<file path="config.mk">
export PLATFORM = sky130hd
export DESIGN_NAME = kdkm_ctrl
export DESIGN_NICKNAME = d
export VERILOG_FILES = /design/src/design/kdkm_pkg.sv /design/src/design/kdkm_ctrl.sv
export SDC_FILE = /design/constraint.sdc
export NUM_CORES = 1
export LEC_CHECK = 0
export BUFFER_PORTS_ARGS = -buffer_cell sky130_fd_sc_hd__buf_4
export CAP_MARGIN = 20
export CORE_AREA = 10 10 47 49
export CTS_CLUSTER_SIZE = 16
export DETAILED_ROUTE_END_ITERATION = 6
export DIE_AREA = 0 0 57 59
export PLACE_DENSITY_LB_ADDON = 0.2
export SLEW_MARGIN = 0
export SYNTH_ARGS = -nofsm -noshare
export SYNTH_HDL_FRONTEND = slang
export SYNTH_SLANG_ARGS = --single-unit
</file>
<file path="constraint.sdc">
create_clock -name clk -period 1.85 [get_ports clk]
set_clock_uncertainty 0.1 [all_clocks]
set_input_delay 0.37 -clock clk [delete_from_list [all_inputs] [get_ports clk]]
set_output_delay 0.37 -clock clk [all_outputs]
set_load 0.1 [all_outputs]
</file>
<file path="src/design/kdkm_pkg.sv">
// Shared types and codes for the key dedup table core
package kdkm_pkg;
    localparam int PC_BITS   = 64;
    localparam int FILE_BITS = 16;
    localparam int ROW_BITS  = 32;
    localparam int CNT_BITS  = 17;

    typedef enum logic [1:0] {
        OP_ADD   = 2'd0,
        OP_DRAIN = 2'd1,
        OP_CLEAR = 2'd2,
        OP_NONE  = 2'd3
    } op_t;

    typedef enum logic [1:0] {
        KIND_NONE     = 2'd0,
        KIND_LOSER    = 2'd1,
        KIND_FULL     = 2'd2,
        KIND_BAD_FILE = 2'd3
    } kind_t;

    typedef struct packed {
        logic [1:0]  op;
        logic [63:0] key;
        logic [63:0] precombine;
        logic        is_deleted;
        logic [15:0] file_index;
        logic [31:0] row_index;
        logic [5:0]  slot;
    } in_item_t;

    typedef struct packed {
        logic [1:0]  kind;
        logic [15:0] loser_file;
        logic [31:0] loser_row;
    } out_item_t;

    // controller to datapath commands
    typedef struct packed {
        logic capture;   // load the incoming item
        logic search;    // register match and free results
        logic execute;   // update table and build result
    } kdkm_cmd_t;
endpackage

</file>
<file path="src/design/kdkm_ctrl.sv">
// Sequencing controller and output handshake
module kdkm_ctrl (
    input  logic                clk,
    input  logic                rst_n,
    input  logic                in_valid,
    output logic                in_stall,
    output logic                out_valid,
    input  logic                out_stall,
    output kdkm_pkg::kdkm_cmd_t cmd
);
    import kdkm_pkg::*;

    typedef enum logic [1:0] {
        ST_IDLE,
        ST_SEARCH,
        ST_EXEC,
        ST_OUT
    } state_t;

    state_t state_reg;
    logic   out_valid_reg;

    assign in_stall  = (state_reg != ST_IDLE);
    assign out_valid = out_valid_reg;
    assign cmd.capture = (state_reg == ST_IDLE) && in_valid;
    assign cmd.search  = (state_reg == ST_SEARCH);
    assign cmd.execute = (state_reg == ST_EXEC);

    // state and registered output valid
    always_ff @(posedge clk or negedge rst_n)
    begin
        if (!rst_n)
        begin
            state_reg     <= ST_IDLE;
            out_valid_reg <= 1'b0;
        end
        else
        begin
            unique case (state_reg)
                ST_IDLE:   if (in_valid) state_reg <= ST_SEARCH;
                ST_SEARCH: state_reg <= ST_EXEC;
                ST_EXEC:
                begin
                    state_reg     <= ST_OUT;
                    out_valid_reg <= 1'b1;
                end
                ST_OUT:
                begin
                    if (!out_stall)
                    begin
                        state_reg     <= ST_IDLE;
                        out_valid_reg <= 1'b0;
                    end
                end
                default:   state_reg <= ST_IDLE;
            endcase
        end
    end
endmodule

</file>
# ---- Word-level counts from Yosys, hierarchy flattened
# Index checks and enable logic that the tools add are counted.
dict set report totals {
  reg_bits 3
  output_inout_bits 5
}
dict set report classes {
  eq_ne 5
  muxes 5
  reduce_logical 6
}
# op n
set op_table {}
lappend op_table {{$pmux W2 S4} 1}
lappend op_table {{$eq A2 B2 Y1 const B} 2}
lappend op_table {{$mux W2} 2}
lappend op_table {{$ne A2 B2 Y1 const B} 2}
lappend op_table {{$reduce_and A2 Y1} 2}
lappend op_table {{$reduce_bool A2 Y1} 2}
lappend op_table {{$eq A2 B1 Y1 const B} 1}
lappend op_table {{$logic_not A2 Y1} 1}
lappend op_table {{$pmux W1 S2} 1}
lappend op_table {{$logic_and A1 B1 Y1} 1}
lappend op_table {{$mux W1} 1}

# ---- Depth between registers and ports, before layout
# Gate-level depths: netlist of the first run.
dict set report depth {
  depth_word 3
  ltp_mapped 5
}

# ---- Worst setup path after synthesis of the first run
# OpenSTA, ideal clock, no wires.
dict set report synth_timing {
  path_kind {flip-flop to flip-flop}
  from {reg state_reg[0]}
  to {reg out_valid_reg, in the netlist out_valid}
  setup_ns 0.130
  arrival_ns 1.731
  required_time_ns 1.620
  setup_slack_ns -0.111
  path_stages_with_launch 5
  period_less_slack_ns 1.961
  path_cell_list {dfrtp_1 inv_1 ha_1 o21ai_0 mux2i_1}
}
# element line
set synth_rtl {}
lappend synth_rtl {{start, declared} kdkm_ctrl.sv:20} ;# state_t state_reg;
lappend synth_rtl {{start signal, assigned} kdkm_ctrl.sv:34} ;# state_reg <= ST_IDLE;
lappend synth_rtl {{start signal, assigned} kdkm_ctrl.sv:40} ;# ST_IDLE: if (in_valid) state_reg <= ST_SEARCH;
lappend synth_rtl {{start signal, assigned} kdkm_ctrl.sv:41} ;# ST_SEARCH: state_reg <= ST_EXEC;
lappend synth_rtl {{end signal, assigned} kdkm_ctrl.sv:35} ;# out_valid_reg <= 1'b0;
lappend synth_rtl {{end signal, assigned} kdkm_ctrl.sv:45} ;# out_valid_reg <= 1'b1;
lappend synth_rtl {{end signal, assigned} kdkm_ctrl.sv:52} ;# out_valid_reg <= 1'b0;
lappend synth_rtl {{end, declared} kdkm_ctrl.sv:21} ;# logic out_valid_reg;

==> run metrics, run 1 <==
outcome=completed; CTS tree=yes; leading post-synthesis cells by instance count=ha_1, dfrtp_1, inv_1, mux2i_1; final global-route overflow total=0; worst hold path class=in2async; share of the synthesized area in the top cell type=31.91%; Storage cell area=between 70 and 80 um2; synthesized area per cell=between 10 and 15 um2; last weighted congestion value of the routability-driven placer=0.6621; Max Cap Violations=0; wire length of the first global-routing pass=779 um; Synth Net Count=31; DR vias/cell=3.640; post-layout util=between 20% and 30%; endpoint of the worst register-to-register path=state_reg[1]$_DFFE_PN0P_; Die Wd=57 um; later-pin clock latency in the skew report=230 ps; most used routing layer in global routing=met4; final cell count without fillers=50; M3 GR Usage=roughly 1.7%; post-synthesis async set-or-reset flop share=100.0%; final layout net count=45; number of primary I/O pins=9; delay of the slowest critical-path stage=around 410 ps; pre-CTS setup slack=220.6 ps; number of antenna violations at the first check in global routing=0; CTS clk-pin slew, worst paths=40 ps; leading cell type by number of instances after synthesis=ha_1; TritonCTS buffer count=3; source of the critical timing path=state_reg[1]$_DFFE_PN0P_; Crit Path Class=reg2out; multi-input gate area in the final layout=150.1 um2; number of buffers and inverters on the critical path=2; sinks on the clock net=3; all-layer global routing usage=3.280%; post-synthesis instance area=approximately 240 um2; total routed wirelength=480 um; clock period minus final worst setup slack=~1800 ps; distinct cell type count after synthesis=11; endpoint type of the worst setup path=output port; average wire per standard cell=9.600 um; part of the cycle the worst path needs=94.87%; GR met1 Demand/Resource=under 10%; die extent in y=59 um; synthesized instance count=21; main area contributors after synthesis=dfrtp_1, ha_1, mux2i_1; buffers inserted during post-CTS setup optimization=0; met2 Usage GRT=4.186%; Final Hold Vio Count=0; WP data arrival=1290 ps; largest fanout on the critical path=5; leading area contributor after synthesis=dfrtp_1; reg2reg path depth=5; portion of the post-synthesis area used by sequential elements=about a third; cell depth of the worst setup path=4; area of the core=1401 um2; final critical-path setup slack=roughly 95 ps; Reg2Reg Launch Point=state_reg[1]$_DFFE_PN0P_; vias after detailed routing=182; Clock Root Buffer=clkbuf_4; vias in the first global route=192; number of buffers between clock root and the deepest sink=2; Final Max Tran Viols=0; Initial Utilization=16.79%; synthesis-to-finish area growth=56.91%; count of routing violations after the opening detailed-route iteration=0; final routed DRC violation total=0; n_diodes=0; timing endpoint of the critical path=cmd[2]; most used flip-flop cell after synthesis=dfrtp_1; register-to-register path setup slack=380 ps; fraction of final layout cells with drive strength greater than 1=a little over half; row count=14; remaining number of nets flagged by the antenna check after routing=0; Startpoint Class=register; transition time of the tightest slew-check pin=281.2 ps; Post-synth EDFFs=0; Worst Path Required=1380 ps; Layout fillers=~160; list of cells traversed by the critical path=inv_1 > ha_2 > and2_2 > buf_12; area of the die=roughly 3400 um2; number of flip-flops in the largest register=2; # placed instances=45; max_slew headroom=81.41%; number of detailed-route iterations in the first pass=1; CP max-delay cell=dfrtp_1; aggregate negative setup slack=0 ps; final setup fails=0; highest attainable clock frequency=between 500 and 600 MHz; unrepaired setup endpoints after global routing=no; depth of the CTS H-tree=1; maximum number of pins on one net before global-route repair=6; delay-heaviest family, CP=flip-flops; Syn. warnings=0; Synth Register Bits=3; buffers added on ports=8
[timing repair]
action,4_1_cts,5_1_grt
hold endpoints to repair,3,0
resized for setup,1,4
pin swaps,0,0
cloned,0,0
setup endpoints to repair,1,2
hold buffers,1,0
[per-layer routing]
layer,vias up,share of wire (%)
li1,93,-
met1,81,43
met2,6,48
met3,2,8.8
met4,0,0.83
met5,-,0
[cells in the final DEF, fill, tap and decap left out, drive strengths merged]
cell type,instances
dlygate4sd3,1
dfrtp,3
ha,6
buf,8
mux2,1
nand2,1
o21ai,1
nor2,1
mux2i,2
and2,1
a2bb2oi,1
clkbuf,4
inv,4
[worst min-delay path by stage]
| stage | from | end | slack (ps) | cells past startpoint |
|---|---|---|---|---|
| after floorplan | rst_n | out_valid$_DFFE_PN0P_ | -30 | 0 |
| after global placement | rst_n | out_valid$_DFFE_PN0P_ | 60 | 1 |
| after detailed placement | rst_n | out_valid$_DFFE_PN0P_ | 60 | 1 |
| after CTS | rst_n | state_reg[1]$_DFFE_PN0P_ | 350 | 2 |
| after global routing | rst_n | state_reg[1]$_DFFE_PN0P_ | 350 | 2 |
| final | rst_n | out_valid$_DFFE_PN0P_ | 360 | 2 |
[stage by stage]
stage | hold WS (ps) | cell area [um2]
CTS | 350.4 | 357.8
floorplan | -25.59 | 237.7
global placement | 60.57 | 317.8
detailed placement | 61.25 | 317.8
global route | 354.8 | 369.1
finish | 360.8 | 369.1
[final cells by class]
class	count	area share, %
Sequential cell	3	20.34
Tap cell	16	5.424
Timing Repair Buffer	9	22.37
Multi-Input combinational cell	14	40.68
Clock buffer	4	7.119
Inverter	4	4.068
[kinds of logic (layout without fill, tap and decap cells)]
family,Yosys count,count (layout),synth area share (%)
fa+ha+maj,6,6,31.91
buf+inv,4,17,6.381
simple gates,3,3,6.381
compound gates,2,2,8.507
flops,3,3,31.91
mux,3,3,14.89
Power of run 1 is not shown: default switching activity piles up to over one toggle a cycle in this logic, so the estimate is an artifact.
==> inputs of run 2 (changes only) <==
--- a/config.mk
+++ b/config.mk
@@ -8,6 +8,7 @@
 export BUFFER_PORTS_ARGS = -buffer_cell sky130_fd_sc_hd__buf_4
 export CAP_MARGIN = 20
 export CORE_AREA = 10 10 47 49
+export CTS_BUF_LIST = sky130_fd_sc_hd__clkbuf_16
 export CTS_CLUSTER_SIZE = 16
 export DETAILED_ROUTE_END_ITERATION = 6
 export DIE_AREA = 0 0 57 59
==> run 2 against run 1 <==
Critical path type unchanged. Wire length is 4.2% higher. Core utilization is 3.2 points higher. Register-to-register slack lost 30 ps. Die area is the same. First-iteration DRC count unchanged. Global-route usage up 0.22 points. Final cell count stayed put. Count of clock-buffer cells in the layout decreased by 1. Critical endpoint unchanged. Sequential cell count stayed put.
==> run metrics, run 2 (same netlist as run 1, synthesis figures left out) <==
vias after detailed routing=183 (was 182); highest attainable clock frequency=569.7 MHz (was 569.8 MHz); register-to-register path setup slack=350 ps (was 380 ps); Storage cell area=75.07 um2 (unchanged); area of the core=1401 um2 (unchanged); leading cell type in the layout, fill and taps excluded=buf_4 (unchanged); delay-heaviest family, CP=flip-flops (unchanged); last weighted congestion value of the routability-driven placer=0.6621 (unchanged); part of the cycle the worst path needs=94.88% (was 94.87%); Post-Place Cell Area=317.8 um2 (unchanged); final global-route overflow total=0 (unchanged); final non-filler cell area=414.1 um2 (was 369.1 um2); CP max-delay cell=dfrtp_1 (unchanged); n_diodes=0 (unchanged); buffers added on ports=8 (unchanged); depth of the CTS H-tree=1 (unchanged); number of antenna violations at the first check in global routing=0 (unchanged); CTS clk-pin slew, worst paths=30 ps (was 40 ps); TritonCTS buffer count=3 (unchanged); Startpoint Class=register (unchanged); count of routing violations after the opening detailed-route iteration=0 (unchanged); final routed DRC violation total=0 (unchanged); clock period minus final worst setup slack=1755 ps (about the same); number of flip-flops in the largest register=2 (unchanged); area of the die=3363 um2 (unchanged); WP data arrival=1290 ps (about the same); Final Hold Vio Count=0 (unchanged); endpoint type of the worst setup path=output port (unchanged); maximum number of pins on one net before global-route repair=6 (unchanged); total routed wirelength=500 um (was 480 um); all-layer global routing usage=3.496% (was 3.280%); highest-count cells in the layout ignoring fill and taps=buf_4, ha_1, inv_1, clkbuf_16, dfrtp_1 (was buf_4, ha_1, clkbuf_4, dfrtp_1); Worst Path Required=1380 ps (about the same); remaining number of nets flagged by the antenna check after routing=0 (unchanged); Initial Utilization=16.79% (unchanged); reg2reg path depth=5 (unchanged); M3 GR Usage=1.717% (unchanged); met2 Usage GRT=4.651% (was 4.186%); DR vias/cell=3.660 (was 3.640); average wire per standard cell=10.00 um (was 9.600 um); aggregate negative setup slack=0 ps (unchanged); wire length of the first global-routing pass=841 um (was 779 um); number of buffers between clock root and the deepest sink=2 (unchanged); Reg2Reg Launch Point=state_reg[1]$_DFFE_PN0P_ (unchanged); outcome=completed (unchanged); endpoint of the worst register-to-register path=state_reg[1]$_DFFE_PN0P_ (unchanged); largest fanout on the critical path=5 (unchanged); Final Max Tran Viols=0 (unchanged); Crit Path Class=reg2out (unchanged); vias in the first global route=196 (was 192); fraction of final layout cells with drive strength greater than 1=50.00% (was 52.94%); CTS tree=yes (unchanged); number of detailed-route iterations in the first pass=1 (unchanged); Clock Root Buffer=clkbuf_16 (was clkbuf_4); row count=14 (unchanged); max_slew headroom=81.41% (about the same); final layout net count=45 (unchanged); number of buffers and inverters on the critical path=2 (unchanged); Die Wd=57 um (unchanged); later-pin clock latency in the skew report=220 ps (was 230 ps); multi-input gate area in the final layout=147.6 um2 (was 150.1 um2); Layout fillers=160 (was 163); synthesis-to-finish area growth=76.06% (was 56.91%); number of primary I/O pins=9 (unchanged); list of cells traversed by the critical path=inv_1 > ha_1 > and2_2 > buf_8 (was inv_1 > ha_2 > and2_2 > buf_12); delay of the slowest critical-path stage=410 ps (about the same); worst hold path class=in2async (unchanged); Max Cap Violations=0 (unchanged); source of the critical timing path=state_reg[1]$_DFFE_PN0P_ (unchanged); unrepaired setup endpoints after global routing=no (unchanged); most used routing layer in global routing=met4 (unchanged); GR met1 Demand/Resource=3.314% (was 3.077%); sinks on the clock net=3 (unchanged); transition time of the tightest slew-check pin=281.2 ps (about the same); final setup fails=0 (unchanged); die extent in y=59 um (unchanged)
## run 2: metrics by stage
step / cells / setup WS [ps] / hold slack (ps) / utilization [%]
floorplan: 21 / 59.48 / -25.59 / -
detailed placement: 45 / 220.6 / 61.25 / 22.68
finish: 50 / 94.71 / 369.4 / 29.55
CTS: 50 / 28.46 / 368.5 / 29.29
global route: 50 / 0.9470 / 378.9 / 29.55
global placement: 45 / 245.3 / 60.57 / 22.68
## run 2: area by class of cell
cell class / instances / share of cell area [%]
sequential: 3 / 18.13
tap: 16 / 4.834
clock inverter: 1 / 0.9063
inverter: 4 / 3.625
multi-input combinational: 14 / 35.65
clock buffer: 3 / 18.13
timing repair buffer: 9 / 18.73
## run 2: what timing repair did
item                                   in CTS  in global routing
gates resized for setup                     1                  2
setup buffers                               0                  0
hold buffers                                1                  0
setup endpoints to repair                   1                  2
endpoints found under the hold margin       3                  0
## run 2: worst max path at each step
stage | cells after the start | slack, ps | endpoint
2_1_floorplan | 5 | 60 | state_reg[1]$_DFFE_PN0P_
3_3_place_gp | 4 | 250 | cmd[2]
3_5_place_dp | 4 | 220 | cmd[2]
4_1_cts | 4 | 30 | cmd[2]
5_1_grt | 4 | 0.9 | cmd[2]
6_report | 4 | 90 | cmd[2]
## run 2: routing by layer
metal / share of wire, % / routed length, um
met2: 46 / 230
met5: 0 / 0
met4: 0.80 / 4
met3: 8.6 / 43
met1: 44 / 222
Power of run 2 is left out for the same reason.
==> inputs of run 3 (changes only) <==
--- a/config.mk
+++ b/config.mk
@@ -5,8 +5,10 @@
 export SDC_FILE = /design/constraint.sdc
 export NUM_CORES = 1
 export LEC_CHECK = 0
-export BUFFER_PORTS_ARGS = -buffer_cell sky130_fd_sc_hd__buf_4
+export BUFFER_PORTS_ARGS = -buffer_cell sky130_fd_sc_hd__buf_2
 export CAP_MARGIN = 20
+export CELL_PAD_IN_SITES_DETAIL_PLACEMENT = 1
+export CELL_PAD_IN_SITES_GLOBAL_PLACEMENT = 2
 export CORE_AREA = 10 10 47 49
 export CTS_BUF_LIST = sky130_fd_sc_hd__clkbuf_16
 export CTS_CLUSTER_SIZE = 16
==> run 3 against run 2 <==
Non-clock buffer count stayed put. Core utilization up 2.3 points. Worst setup slack got worse by 28 ps. Register-to-register slack worse by 90 ps. Sequential cell count unchanged. Highest routed layer unchanged.
==> run metrics, run 3 (same netlist as run 1, synthesis figures left out) <==
Reg2Reg Launch Point=state_reg[1]$_DFFE_PN0P_ (unchanged); transition time of the tightest slew-check pin=489.6 ps (was 281.2 ps); number of flip-flops in the largest register=2 (unchanged); largest fanout on the critical path=5 (unchanged); fraction of final layout cells with drive strength greater than 1=52.94% (was 50.00%); leading cell type in the layout, fill and taps excluded=ha_1 (was buf_4); Final Hold Vio Count=0 (unchanged); aggregate negative setup slack=0 ps (unchanged); number of buffers between clock root and the deepest sink=2 (unchanged); delay of the slowest critical-path stage=430 ps (was 410 ps); register-to-register path setup slack=260 ps (was 350 ps); outcome=completed (unchanged); vias in the first global route=249 (was 196); endpoint type of the worst setup path=output port (unchanged); n_diodes=0 (unchanged); Initial Utilization=16.79% (unchanged); source of the critical timing path=state_reg[1]$_DFFE_PN0P_ (unchanged); final routed DRC violation total=0 (unchanged); buffers added on ports=8 (unchanged); post-detailed-placement half-perimeter wirelength=567.6 um; TritonCTS buffer count=3 (unchanged); endpoint of the worst register-to-register path=state_reg[1]$_DFFE_PN0P_ (unchanged); CTS tree=yes (unchanged); Clock Root Buffer=clkbuf_16 (unchanged); highest-count cells in the layout ignoring fill and taps=ha_1, buf_2, buf_12 (was buf_4, ha_1, inv_1, clkbuf_16, dfrtp_1); average wire per standard cell=14.60 um (was 10.00 um); total routed wirelength=730 um (was 500 um); Die Wd=57 um (unchanged); final non-filler cell area=446.7 um2 (was 414.1 um2); remaining number of nets flagged by the antenna check after routing=0 (unchanged); row count=14 (unchanged); number of primary I/O pins=9 (unchanged); unrepaired setup endpoints after global routing=no (unchanged); last weighted congestion value of the routability-driven placer=0.7164 (was 0.6621); delay-heaviest family, CP=flip-flops (unchanged); die extent in y=59 um (unchanged); later-pin clock latency in the skew report=220 ps (about the same); Startpoint Class=register (unchanged); Max Cap Violations=0 (unchanged); DR vias/cell=3.920 (was 3.660); max_slew headroom=67.59% (was 81.41%); count of routing violations after the opening detailed-route iteration=2 (was 0); clock period minus final worst setup slack=1783 ps (was 1755 ps); synthesis-to-finish area growth=89.89% (was 76.06%); Crit Path Class=reg2out (unchanged); sinks on the clock net=3 (unchanged); number of detailed-route iterations in the first pass=2 (was 1); list of cells traversed by the critical path=inv_2 > ha_1 > and2_2 > buf_12 (was inv_1 > ha_1 > and2_2 > buf_8); depth of the CTS H-tree=1 (unchanged); final setup fails=0 (unchanged); number of antenna violations at the first check in global routing=0 (unchanged); part of the cycle the worst path needs=96.40% (was 94.88%); Worst Path Required=1380 ps (about the same); number of buffers and inverters on the critical path=2 (unchanged); maximum number of pins on one net before global-route repair=6 (unchanged); reg2reg path depth=5 (unchanged); Final Max Tran Viols=0 (unchanged); area of the die=3363 um2 (unchanged); area of the core=1401 um2 (unchanged); final global-route overflow total=0 (unchanged); CP max-delay cell=dfrtp_1 (unchanged); Post-Place Cell Area=357.8 um2 (was 317.8 um2); WP data arrival=1310 ps (was 1290 ps); highest attainable clock frequency=560.7 MHz (was 569.7 MHz); final layout net count=45 (unchanged); all-layer global routing usage=5.193% (was 3.496%); CTS clk-pin slew, worst paths=30 ps (about the same); worst hold path class=in2async (unchanged); vias after detailed routing=196 (was 183); wire length of the first global-routing pass=1.186 mm (was 841 um)
[run 3: worst max-delay path by stage]
stage | slack, ps | cells past startpoint | to
global placement | 290 | 5 | state_reg[1]$_DFFE_PN0P_
CTS | 10 | 4 | cmd[2]
detailed placement | 240 | 5 | state_reg[1]$_DFFE_PN0P_
global route | 20 | 4 | cmd[2]
finish | 70 | 4 | cmd[2]
floorplan | 60 | 5 | state_reg[1]$_DFFE_PN0P_
[run 3: per-layer routing]
layer | routed length [um] | track usage [%] | share of wire, % | vias to the layer above
li1 | - | - | - | 91
met1 | 252 | 3.576 | 35 | 96
met2 | 411 | 8.682 | 56 | 7
met3 | 38 | 2.146 | 5.2 | 2
met4 | 27 | 8.054 | 3.7 | 0
met5 | 0 | 0 | 0 | -
[run 3: metrics by stage]
| stage | worst slack (ps) | hold slack [ps] | std cells | util (%) |
|---|---|---|---|---|
| after detailed placement | 236.1 | 72.97 | 45 | 25.54 |
| after CTS | 9.886 | 385.4 | 50 | 31.87 |
| after floorplan | 59.48 | -25.59 | 21 | - |
| after global routing | 16.04 | 416.3 | 50 | 31.87 |
| final | 66.57 | 395.2 | 50 | 31.87 |
| after global placement | 290.5 | 68.00 | 45 | 25.54 |
[run 3: what timing repair did]
action	4_1_cts	5_1_grt
hold buffers	1	0
hold endpoints to repair	3	0
setup endpoints to repair	0	1
gates resized for setup	0	2
setup buffers	0	0
[run 3: layout make-up]
cell class | instances | area, um2
Fill cell | 163 | 954.7
Multi-Input combinational cell | 14 | 147.6
Timing Repair Buffer | 9 | 110.1
Sequential cell | 3 | 75.07
Clock buffer | 3 | 75.07
Tap cell | 16 | 20.02
Inverter | 4 | 15.01
Clock inverter | 1 | 3.754
Power of run 3 is left out for the same reason.
